File: config.mk
export PLATFORM = sky130hd
export DESIGN_NAME = double_ended_queue
export DESIGN_NICKNAME = d
export VERILOG_FILES = /design/src/dq_pkg.sv /design/src/double_ended_queue.sv /design/src/dq_ctrl.sv /design/src/dq_dpath.sv
export SDC_FILE = /design/constraint.sdc
export NUM_CORES = 1
export LEC_CHECK = 0
export ABC_CLOCK_PERIOD_IN_PS = 6890
export BUFFER_PORTS_ARGS = -buffer_cell sky130_fd_sc_hd__clkbuf_2
export CAP_MARGIN = 20
export CORE_ASPECT_RATIO = 0.6
export CORE_UTILIZATION = 35
export CTS_CLUSTER_DIAMETER = 150
export DETAILED_ROUTE_END_ITERATION = 16
export GPL_TIMING_DRIVEN = 0
export MAX_ROUTING_LAYER = met4
export PLACE_DENSITY = 0.54
export SLEW_MARGIN = 15
export SYNTH_ARGS = -nofsm -noshare
export SYNTH_HDL_FRONTEND = slang
export SYNTH_SLANG_ARGS = --single-unit
File: constraint.sdc
create_clock -name clk -period 6.89 [get_ports clk]
set_input_delay 0.689 -clock clk [delete_from_list [all_inputs] [get_ports clk]]
set_output_delay 0.689 -clock clk [all_outputs]
set_load 0.02 [all_outputs]
File: src/dq_pkg.sv
// ----------------------------------------------------------------------------
// dq_pkg
// Shared types and codes for the double-ended queue.
// ----------------------------------------------------------------------------
package dq_pkg;

	typedef enum logic [1:0] {
		FUNC_PUSH_FRONT = 2'd0,
		FUNC_PUSH_BACK  = 2'd1,
		FUNC_POP_FRONT  = 2'd2,
		FUNC_POP_BACK   = 2'd3
	} func_t;

	typedef enum logic [1:0] {
		STATUS_DONE  = 2'd0,
		STATUS_EMPTY = 2'd1,
		STATUS_FULL  = 2'd2
	} status_t;

	typedef enum logic [1:0] {
		S_IDLE,
		S_ACCESS,
		S_PRESENT
	} state_t;

	// Commands from the controller to the datapath.
	typedef struct packed {
		logic capture;
		logic access;
		logic present;
	} dq_cmd_t;

	// Status from the datapath to the controller.
	typedef struct packed {
		logic out_busy;
	} dq_stat_t;

endpackage

File: src/double_ended_queue.sv
// ----------------------------------------------------------------------------
// double_ended_queue
// Bounded double-ended queue of 32-bit entries kept in a ring store.
// ----------------------------------------------------------------------------
//  Channel   Handshake             Payload
//  in        in_valid / in_ready   func, entry_value
//  out       out_valid / out_ready popped_value, status, occupancy
//
//  An accepted transaction is captured, then the store access with the pointer
//  update is made, then the result is loaded into the output register.
//  The controller walks capture, store access and output load in turn and
//  takes no new transaction until the output load of the last one is done.
//  A stalled result holds the output register; the next transaction is still
//  accepted and waits before its own output load. Reset empties the queue.
// ----------------------------------------------------------------------------
module double_ended_queue #(
	parameter int DEPTH = 16
) (
	input  logic               clk,
	input  logic               arst_n,
	input  logic               in_valid,
	output logic               in_ready,
	input  logic [1:0]         func,
	input  logic signed [31:0] entry_value,
	output logic               out_valid,
	input  logic               out_ready,
	output logic signed [31:0] popped_value,
	output logic [1:0]         status,
	output logic [4:0]         occupancy
);
	import dq_pkg::*;

	dq_cmd_t  cmd;
	dq_stat_t stat;

	dq_ctrl u_ctrl (
		.clk      (clk),
		.arst_n   (arst_n),
		.in_valid (in_valid),
		.in_ready (in_ready),
		.stat     (stat),
		.cmd      (cmd)
	);

	dq_dpath #(
		.DEPTH (DEPTH)
	) u_dpath (
		.clk          (clk),
		.arst_n       (arst_n),
		.cmd          (cmd),
		.stat         (stat),
		.func         (func),
		.entry_value  (entry_value),
		.out_valid    (out_valid),
		.out_ready    (out_ready),
		.popped_value (popped_value),
		.status       (status),
		.occupancy    (occupancy)
	);

endmodule

File: src/dq_ctrl.sv
// ----------------------------------------------------------------------------
// dq_ctrl
// Sequencer: capture a transaction, update the ring, then present the result.
// ----------------------------------------------------------------------------
module dq_ctrl (
	input  logic              clk,
	input  logic              arst_n,
	input  logic              in_valid,
	output logic              in_ready,
	input  dq_pkg::dq_stat_t  stat,
	output dq_pkg::dq_cmd_t   cmd
);
	import dq_pkg::*;

	state_t state_q;
	state_t state_d;

	always_ff @(posedge clk or negedge arst_n) begin
		if (!arst_n) begin
			state_q <= S_IDLE;
		end else begin
			state_q <= state_d;
		end
	end

	always_comb begin
		state_d     = state_q;
		in_ready    = 1'b0;
		cmd         = '0;
		unique case (state_q)
			S_IDLE: begin
				in_ready = 1'b1;
				if (in_valid) begin
					cmd.capture = 1'b1;
					state_d     = S_ACCESS;
				end
			end
			S_ACCESS: begin
				cmd.access = 1'b1;
				state_d    = S_PRESENT;
			end
			S_PRESENT: begin
				// Hold the finished result until the output register is free.
				if (!stat.out_busy) begin
					cmd.present = 1'b1;
					state_d     = S_IDLE;
				end
			end
			default: begin
				state_d = S_IDLE;
			end
		endcase
	end

endmodule

File: src/dq_dpath.sv
// ----------------------------------------------------------------------------
// dq_dpath
// Ring store, end pointers, occupancy count and output register.
// ----------------------------------------------------------------------------
module dq_dpath #(
	parameter int DEPTH = 16
) (
	input  logic                clk,
	input  logic                arst_n,
	input  dq_pkg::dq_cmd_t     cmd,
	output dq_pkg::dq_stat_t    stat,
	input  logic [1:0]          func,
	input  logic signed [31:0]  entry_value,
	output logic                out_valid,
	input  logic                out_ready,
	output logic signed [31:0]  popped_value,
	output logic [1:0]          status,
	output logic [4:0]          occupancy
);
	import dq_pkg::*;

	localparam int PW = (DEPTH > 1) ? $clog2(DEPTH) : 1;
	localparam int CW = $clog2(DEPTH + 1);

	func_t          func_q;
	logic [31:0]    value_q;
	logic [PW-1:0]  front_q;
	logic [PW-1:0]  back_q;
	logic [CW-1:0]  count_q;
	status_t        result_q;
	logic           pop_ok_q;
	logic [31:0]    rd_data_q;
	logic [31:0]    mem [DEPTH];

	logic           out_valid_q;
	logic [31:0]    popped_q;
	logic [1:0]     status_q;
	logic [4:0]     occ_q;

	logic           is_push;
	logic           is_full;
	logic           is_empty;
	logic           mem_we;
	logic           mem_re;
	logic [PW-1:0]  wr_addr;
	logic [PW-1:0]  rd_addr;
	logic [PW-1:0]  front_d;
	logic [PW-1:0]  back_d;
	logic [CW-1:0]  count_d;
	status_t        result_d;

	function automatic logic [PW-1:0] ring_next(input logic [PW-1:0] idx);
		return (idx == PW'(DEPTH - 1)) ? '0 : idx + PW'(1);
	endfunction

	function automatic logic [PW-1:0] ring_prev(input logic [PW-1:0] idx);
		return (idx == '0) ? PW'(DEPTH - 1) : idx - PW'(1);
	endfunction

	assign is_push  = (func_q == FUNC_PUSH_FRONT) || (func_q == FUNC_PUSH_BACK);
	assign is_full  = (count_q == CW'(DEPTH));
	assign is_empty = (count_q == '0);

	always_comb begin
		mem_we   = 1'b0;
		mem_re   = 1'b0;
		wr_addr  = back_q;
		rd_addr  = front_q;
		front_d  = front_q;
		back_d   = back_q;
		count_d  = count_q;
		result_d = STATUS_DONE;
		if (is_push && is_full) begin
			result_d = STATUS_FULL;
		end else if (!is_push && is_empty) begin
			result_d = STATUS_EMPTY;
		end else begin
			case (func_q)
				FUNC_PUSH_FRONT: begin
					front_d = ring_prev(front_q);
					wr_addr = ring_prev(front_q);
					mem_we  = 1'b1;
					count_d = count_q + CW'(1);
				end
				FUNC_PUSH_BACK: begin
					wr_addr = back_q;
					back_d  = ring_next(back_q);
					mem_we  = 1'b1;
					count_d = count_q + CW'(1);
				end
				FUNC_POP_FRONT: begin
					rd_addr = front_q;
					front_d = ring_next(front_q);
					mem_re  = 1'b1;
					count_d = count_q - CW'(1);
				end
				default: begin
					// Back pointer sits one past the back entry.
					rd_addr = ring_prev(back_q);
					back_d  = ring_prev(back_q);
					mem_re  = 1'b1;
					count_d = count_q - CW'(1);
				end
			endcase
		end
	end

	always_ff @(posedge clk) begin
		if (cmd.capture) begin
			func_q  <= func_t'(func);
			value_q <= entry_value;
		end
		if (cmd.access) begin
			result_q <= result_d;
			pop_ok_q <= mem_re;
		end
	end

	always_ff @(posedge clk) begin
		if (cmd.access && mem_we) begin
			mem[wr_addr] <= value_q;
		end
		if (cmd.access && mem_re) begin
			rd_data_q <= mem[rd_addr];
		end
	end

	always_ff @(posedge clk or negedge arst_n) begin
		if (!arst_n) begin
			front_q <= '0;
			back_q  <= '0;
			count_q <= '0;
		end else if (cmd.access) begin
			front_q <= front_d;
			back_q  <= back_d;
			count_q <= count_d;
		end
	end

	always_ff @(posedge clk or negedge arst_n) begin
		if (!arst_n) begin
			out_valid_q <= 1'b0;
		end else if (cmd.present) begin
			out_valid_q <= 1'b1;
		end else if (out_ready) begin
			out_valid_q <= 1'b0;
		end
	end

	always_ff @(posedge clk) begin
		if (cmd.present) begin
			popped_q <= pop_ok_q ? rd_data_q : '0;
			status_q <= result_q;
			occ_q    <= 5'(count_q);
		end
	end

	assign stat.out_busy = out_valid_q && !out_ready;
	assign out_valid     = out_valid_q;
	assign popped_value  = popped_q;
	assign status        = status_q;
	assign occupancy     = occ_q;

endmodule

==> results of run 1 <==
## layer usage
| layer | GRT usage, % | share of wire (%) |
|---|---|---|
| met5 | - | 0 |
| met4 | 4.55 | 2.1 |
| met3 | 3.07 | 6.4 |
| met2 | 24.2 | 43 |
| met1 | 25.0 | 49 |
## state kept, by name (all words and copies together), names as in the netlist
name,cells
u_dpath.mem,512
u_dpath.popped_value,32
u_dpath.rd_data_q,32
u_dpath.value_q,32
u_dpath.count_q,5
u_dpath.occupancy,5
u_dpath.back_q,4
u_dpath.front_q,4
u_ctrl.state_q,2
u_dpath.func_q,2
u_dpath.result_q,2
u_dpath.status,2
u_dpath.out_valid,1
u_dpath.pop_ok_q,1
## cells by family (layout without fill, tap and decap cells)
kind of cell / count (synthesis) / count (layout) / synth area share (%)
muxes: 229 / 229 / 11.1
adders and majority gates: 8 / 8 / 0.443
xor gates and xnor gates: 12 / 12 / 0.433
buffers and inverters: 73 / 281 / 1.33
AOI/OAI and AO/OA: 154 / 154 / 4.12
and+or+nand+nor: 174 / 174 / 4.17
DFF: 636 / 636 / 78.4
## layout by cell type (no fill, tap or decap), types with 7 or more instances in the layout
master and n:
a21o_1 7, a21oi_1 15, and2_1 33, buf_12 10, buf_16 12, buf_2 18
clkbuf_1 55, clkbuf_16 57, clkbuf_2 78, clkinv_1 16, clkinv_2 10, dfrtp_1 16
edfxtp_1 620, ha_1 7, inv_1 8, mux2i_1 195, mux4_2 32, nand2_1 48
nor2_1 16, nor2_4 16, o21ai_0 12, o22ai_1 96, or4b_1 32, xnor2_1 8
## power by group
group | leakage, nW | switching [mW] | internal (mW) | total, mW
clock | 0.864 | 1.42 | 1.68 | 3.10
combinational | 2.67 | 1.92 | 1.22 | 3.14
sequential | 5.81 | 0.206 | 4.69 | 4.89
## path summary, 6_finish.rpt
kind | start | cells after the start | end | slack, ps
worst max-delay path | u_dpath.back_q[0] | 11 | u_dpath.rd_data_q[20] | 2450
worst min-delay path | entry_value[19] | 1 | u_dpath.value_q[19] | 230
worst max register to register | u_dpath.back_q[0] | 11 | u_dpath.rd_data_q[20] | 2450
worst min register to register | u_dpath.result_q[0] | 0 | u_dpath.status[0] | 420
max in group asynchronous | arst_n | 2 | u_dpath.count_q[1] | 6040
min in group asynchronous | arst_n | 2 | u_ctrl.state_q[0] | 530
## through the flow
step	utilization, %	area, um^2	setup slack (ps)	std cells
CTS	41.3	28200	2510	2406
finish	41.3	28200	2450	2406
global route	41.3	28200	2280	2406
floorplan	-	24300	3070	1286
detailed placement	38.7	26500	2510	2298
global placement	37.7	25800	881	2276
## layout make-up
class                      count  area, um^2
buffer                        64         289
clock buffer                  73        1490
clock inverter                34         280
fill                        6107       40100
inverter                       9        33.8
multi-input combinational    577        5050
sequential                   636       19000
tap                          912        1140
timing repair buffer         101         931
## what timing repair did
action / 4_1_cts / 5_1_grt
hold buffers: 1 / 0
setup endpoints to repair: 0 / 0
hold endpoints to repair: 16 / 0
==> results.py, run 1 <==
metrics = {
    "global_routing": {
        "track_usage_pct": 17.0,
        "antenna_found_initial": 1,
        "grt_pass1_vias": 12400,
        "gr-total-overflow": 0,
        "grt_pass1_wl_mm": 83.7,
        "grt_start_max_net_pins": 35,
    },
    "sta": {
        "fmax_mhz": 225,
        "clock_skew_ps": 21.2,
        "finalSetupTns_ps": 0,
        "maxSlewViolCount": 0,
        "hold_ws_ps": 225,
        "hold_viol": 0,
        "relSlewSlack_pct": 25.9,
        "setup_viol": 0,
        "worst_pin_slew_ps": 1110,
        "post-route-period-util_pct": 64.4,
        "rsz0062_at_grt": "no",
        "period_minus_slack_ps": 4440,
    },
    "setup_path": {
        "path_delay_family": "buffers and inverters",
        "slowest_delay_ps": 670,
        "critPathSlowestCell": "clkbuf_1",
        "crit_fanout": 10,
        "critPathCaptureType": "register",
        "worstPathRequired_ps": 7230,
        "path_class": "reg2reg",
        "crit_path_frequent_cell": "clkbuf_1",
        "arrival_ps": 4780,
        "worst-path-buf-inv": 4,
        "startpoint_type": "register",
        "worstPathCellList": "clkbuf_1 > clkinv_1 > ha_1 > clkbuf_1 > nor4bb_1 > o21ai_0 > nor2_1 > a31oi_1 > clkbuf_1 > o22ai_1 > or4b_1",
    },
    "yosys": {
        "yosysTopAreaCellShare_pct": 76.7,
        "synth_seq_cells": 636,
        "synth_edf_count": 620,
        "ys_types": 50,
        "yosysTopAreaCell": "edfxtp_1",
        "synthTopCellsByCount": "edfxtp_1, mux2i_1, o22ai_1",
        "yosys_warnings": 0,
        "syn_inst": 1286,
        "syn_avg_cell_area_um2": 18.9,
        "yosys-top-cells-area": "edfxtp_1, mux2i_1, mux4_2",
        "postSynth.asyncResetShare_pct": 2.52,
        "yosysSeqAreaShare_pct": 78.4,
        "netlist_area_um2": 24300,
        "synth.most_common_cell": "edfxtp_1",
        "synth_flop_cell": "edfxtp_1",
        "syn_nets": 1332,
    },
    "outcome": {
        "status": "finished with violations",
        "violations": "DRC",
    },
    "cells_and_area": {
        "drive_gt1_share_pct": 17.1,
        "layout.nets": 1492,
        "diodes": 0,
        "area_growth_pct": 16.4,
    },
    "placement": {
        "port_buffers": 78,
        "place.gp.congestion": 0.823,
        "hpwlAfterDp_mm": 37.1,
    },
    "routing": {
        "drtAntennaViolNets": 0,
        "wl_per_cell_um": 23.8,
        "vias_per_cell": 5.12,
        "drt-total-wl_mm": 57.4,
        "drtIter0Drc": 1158,
        "vias": 12300,
        "drt_first_pass_iters": 11,
        "drcViolationCount": 2,
    },
    "floorplanning": {
        "fp.dieH_um": 206,
        "coreArea_um2": 68300,
        "rows": 74,
        "io_pins": 79,
        "start_util_pct": 35.5,
        "die_x_um": 342,
        "die_area_um2": 70400,
    },
    "clocking": {
        "insertion_delay_ps": 640,
        "htreeDepth": 2,
        "cts_buffer_depth": 3,
        "cts_setup_buffers": 0,
        "cts_buffers": 57,
        "cts.clk_slew.worst_paths_ps": 70,
        "cts_sinks": 636,
        "root_buffer": "clkbuf_16",
        "cts.repair.resized": 0,
        "cts_tree": "yes",
    },
    "min_path": {
        "worstHoldPathType": "in2reg",
    },
    "power_and_ir_drop": {
        "ir_worst_vdd_v": 0.000195,
        "powerDensity_nw_per_um2": 394,
        "p_leak_nw": 9.35,
        "p_total_mw": 11.1,
    },
    "run": {
        "cap_violations": 0,
    },
}
(Power assumes the default switching activity.)
==> run 2, diff against run 1 <==
--- a/config.mk
+++ b/config.mk
@@ -5,7 +5,7 @@
 export SDC_FILE = /design/constraint.sdc
 export NUM_CORES = 1
 export LEC_CHECK = 0
-export ABC_CLOCK_PERIOD_IN_PS = 6890
+export ABC_CLOCK_PERIOD_IN_PS = 3800
 export BUFFER_PORTS_ARGS = -buffer_cell sky130_fd_sc_hd__clkbuf_2
 export CAP_MARGIN = 20
 export CORE_ASPECT_RATIO = 0.6
@@ -14,7 +14,7 @@
 export DETAILED_ROUTE_END_ITERATION = 16
 export GPL_TIMING_DRIVEN = 0
 export MAX_ROUTING_LAYER = met4
-export PLACE_DENSITY = 0.54
+export PLACE_DENSITY = 0.56
 export SLEW_MARGIN = 15
 export SYNTH_ARGS = -nofsm -noshare
 export SYNTH_HDL_FRONTEND = slang
==> constraint.sdc (replaced) <==
create_clock -name clk -period 3.8 [get_ports clk]
set_input_delay 0.38 -clock clk [delete_from_list [all_inputs] [get_ports clk]]
set_output_delay 0.38 -clock clk [all_outputs]
set_load 0.02 [all_outputs]
==> run 2 against run 1 <==
Compared with the run above: the run still ends with DRC left; die area is the same; global-route usage grew 0.11 points; worst setup slack lost 2400 ps; via count grew 2.5%; critical path type unchanged; critical endpoint is now u_dpath.mem[3][29]; largest cell class unchanged; highest routed layer unchanged.
==> results.py, run 2 (synthesis results as in run 1) <==
metrics = {
    "outcome": {
        "status": "finished with violations",
        "violations": "DRC",
    },
    "cells_and_area": {
        "drive_gt1_share_pct": 20.5,
        "regMostFlops": "u_dpath.mem",
        "largest_register_ffs": 512,
        "seq_area_um2": 19000,
        "final_common_cell": "edfxtp_1",
        "final_cell_mix": "edfxtp_1, mux2i_1, o22ai_1, clkbuf_2, clkbuf_16",
        "multi_input_area_um2": 5090,
        "layout.nets": 1557,
        "nFillCells": 5914,
        "diodes": 0,
        "fin_cells": 2470,
        "area_growth_pct": 20.4,
    },
    "placement": {
        "place.gp.congestion": 0.818,
        "port_buffers": 78,
        "place_inst": 2299,
        "hpwlAfterDp_mm": 37.1,
    },
    "clocking": {
        "cts_buffers": 57,
        "insertion_delay_ps": 640,
        "cts_sinks": 636,
        "cts.clk_slew.worst_paths_ps": 60,
        "cts_buffer_depth": 3,
        "cts_tree": "yes",
        "root_buffer": "clkbuf_16",
        "htreeDepth": 2,
    },
    "routing": {
        "drt-total-wl_mm": 58.5,
        "drt_first_pass_iters": 11,
        "vias_per_cell": 5.11,
        "wl_per_cell_um": 23.7,
        "vias": 12600,
        "drcViolationCount": 6,
        "drtAntennaViolNets": 0,
        "drtIter0Drc": 1371,
    },
    "global_routing": {
        "antenna_found_initial": 1,
        "grt_start_max_net_pins": 23,
        "track_usage_pct": 17.1,
        "grt_pass1_wl_mm": 84.2,
        "gr-total-overflow": 0,
        "grt_pass1_vias": 12400,
    },
    "power_and_ir_drop": {
        "powerDensity_nw_per_um2": 712,
        "ir_worst_vdd_v": 0.000478,
        "p_leak_nw": 9.83,
    },
    "sta": {
        "clock_skew_ps": 20.1,
        "fmax_mhz": 270,
        "worst_pin_slew_ps": 881,
        "rsz0062_at_grt": "no",
        "relSlewSlack_pct": 40.9,
        "post-route-period-util_pct": 97.4,
        "hold_viol": 0,
        "period_minus_slack_ps": 3700,
        "setup_viol": 0,
        "finalSetupTns_ps": 0,
        "maxSlewViolCount": 0,
    },
    "setup_path": {
        "crit_fanout": 10,
        "slowest_delay_ps": 460,
        "reg2regPathDepth": 10,
        "worstPathCellList": "clkbuf_1 > inv_1 > ha_1 > o21bai_1 > a21oi_1 > a41oi_1 > mux2i_1 > nand4_1 > nor2_4 > buf_4",
        "arrival_ps": 4030,
        "startpoint_type": "register",
        "critPathCaptureType": "register",
        "path_class": "reg2reg",
        "critPathSlowestCell": "clkbuf_1",
        "worstPathRequired_ps": 4130,
    },
    "floorplanning": {
        "start_util_pct": 35.5,
        "die_area_um2": 70400,
        "rows": 74,
        "fp.dieH_um": 206,
        "coreArea_um2": 68300,
        "io_pins": 79,
        "die_x_um": 342,
    },
    "run": {
        "cap_violations": 0,
    },
    "min_path": {
        "min_path_cells": 3,
        "worstHoldPathType": "in2reg",
    },
}
run 2: changes by cell type in the layout (fill, tap and decap cells not counted), sizes merged, moves of 2 or more:
| cell | delta |
|---|---|
| clkdlybuf4s15 | +2 |
| clkinv | -8 |
| dlygate4sd3 | +35 |
| buf | +28 |
| clkinvlp | +2 |
| bufinv | +4 |
run 2: repair_timing:
item | CTS | global route
resized for setup | 46 | 13
endpoints found under the hold margin | 51 | 0
buffers inserted | 8 | 22
endpoints found under the setup margin | 92 | 200
hold buffers | 36 | 0
pin swaps | 4 | 10
run 2: power breakdown:
part	internal [mW]	switching, mW
Combinational	2.40	3.54
Clock	3.39	2.58
Sequential	8.49	0.384
Total	14.3	6.51
run 2: metal layers:
metal | vias up | track usage [%] | part of all wire, %
met1 | 6464 | 24.9 | 47
met5 | - | - | 0
met4 | 0 | 4.20 | 1.8
met3 | 82 | 3.14 | 7.4
li1 | 5627 | - | -
met2 | 446 | 24.8 | 44
run 2: through the flow:
stage	cell area (um^2)	worst slack (ps)	utilization, %	power (mW)	hold WS, ps
after floorplan	24300	-22.4	-	12.7	84.4
after global placement	25800	-2340	37.7	14.5	345
after detailed placement	26500	-575	38.8	14.8	341
after CTS	28900	47.0	42.3	20.9	9.87
after global routing	29200	1.94	42.8	21.6	72.6
final	29200	100	42.8	20.8	47.3
run 2: final timing paths:
| path | end | startpoint | slack [ps] |
|---|---|---|---|
| setup / recovery | u_dpath.mem[3][29] | u_dpath.front_q[0] | 100 |
| hold / removal | u_dpath.out_valid | out_ready | 50 |
| setup reg to reg | u_dpath.mem[3][29] | u_dpath.front_q[0] | 100 |
| hold reg to reg | u_dpath.status[1] | u_dpath.result_q[1] | 430 |
| max in group asynchronous | u_dpath.count_q[0] | arst_n | 3260 |
| min in group asynchronous | u_dpath.back_q[3] | arst_n | 230 |
run 2: layout make-up:
| class | instances | area share, % |
|---|---|---|
| Buffer | 63 | 1.31 |
| Tap cell | 912 | 3.90 |
| Clock inverter | 31 | 1.25 |
| Timing Repair Buffer | 167 | 5.68 |
| Sequential cell | 636 | 65.1 |
| Inverter | 9 | 0.120 |
| Clock buffer | 75 | 5.26 |
| Multi-Input combinational cell | 577 | 17.4 |
run 2: worst max-delay path, delay by kind of cell (launching register included):
family / cells / cell delay, ps
buf+inv: 3 / 990
simple gates: 2 / 830
flops: 1 / 450
compound gates: 3 / 450
fa+ha+maj: 1 / 340
mux: 1 / 330
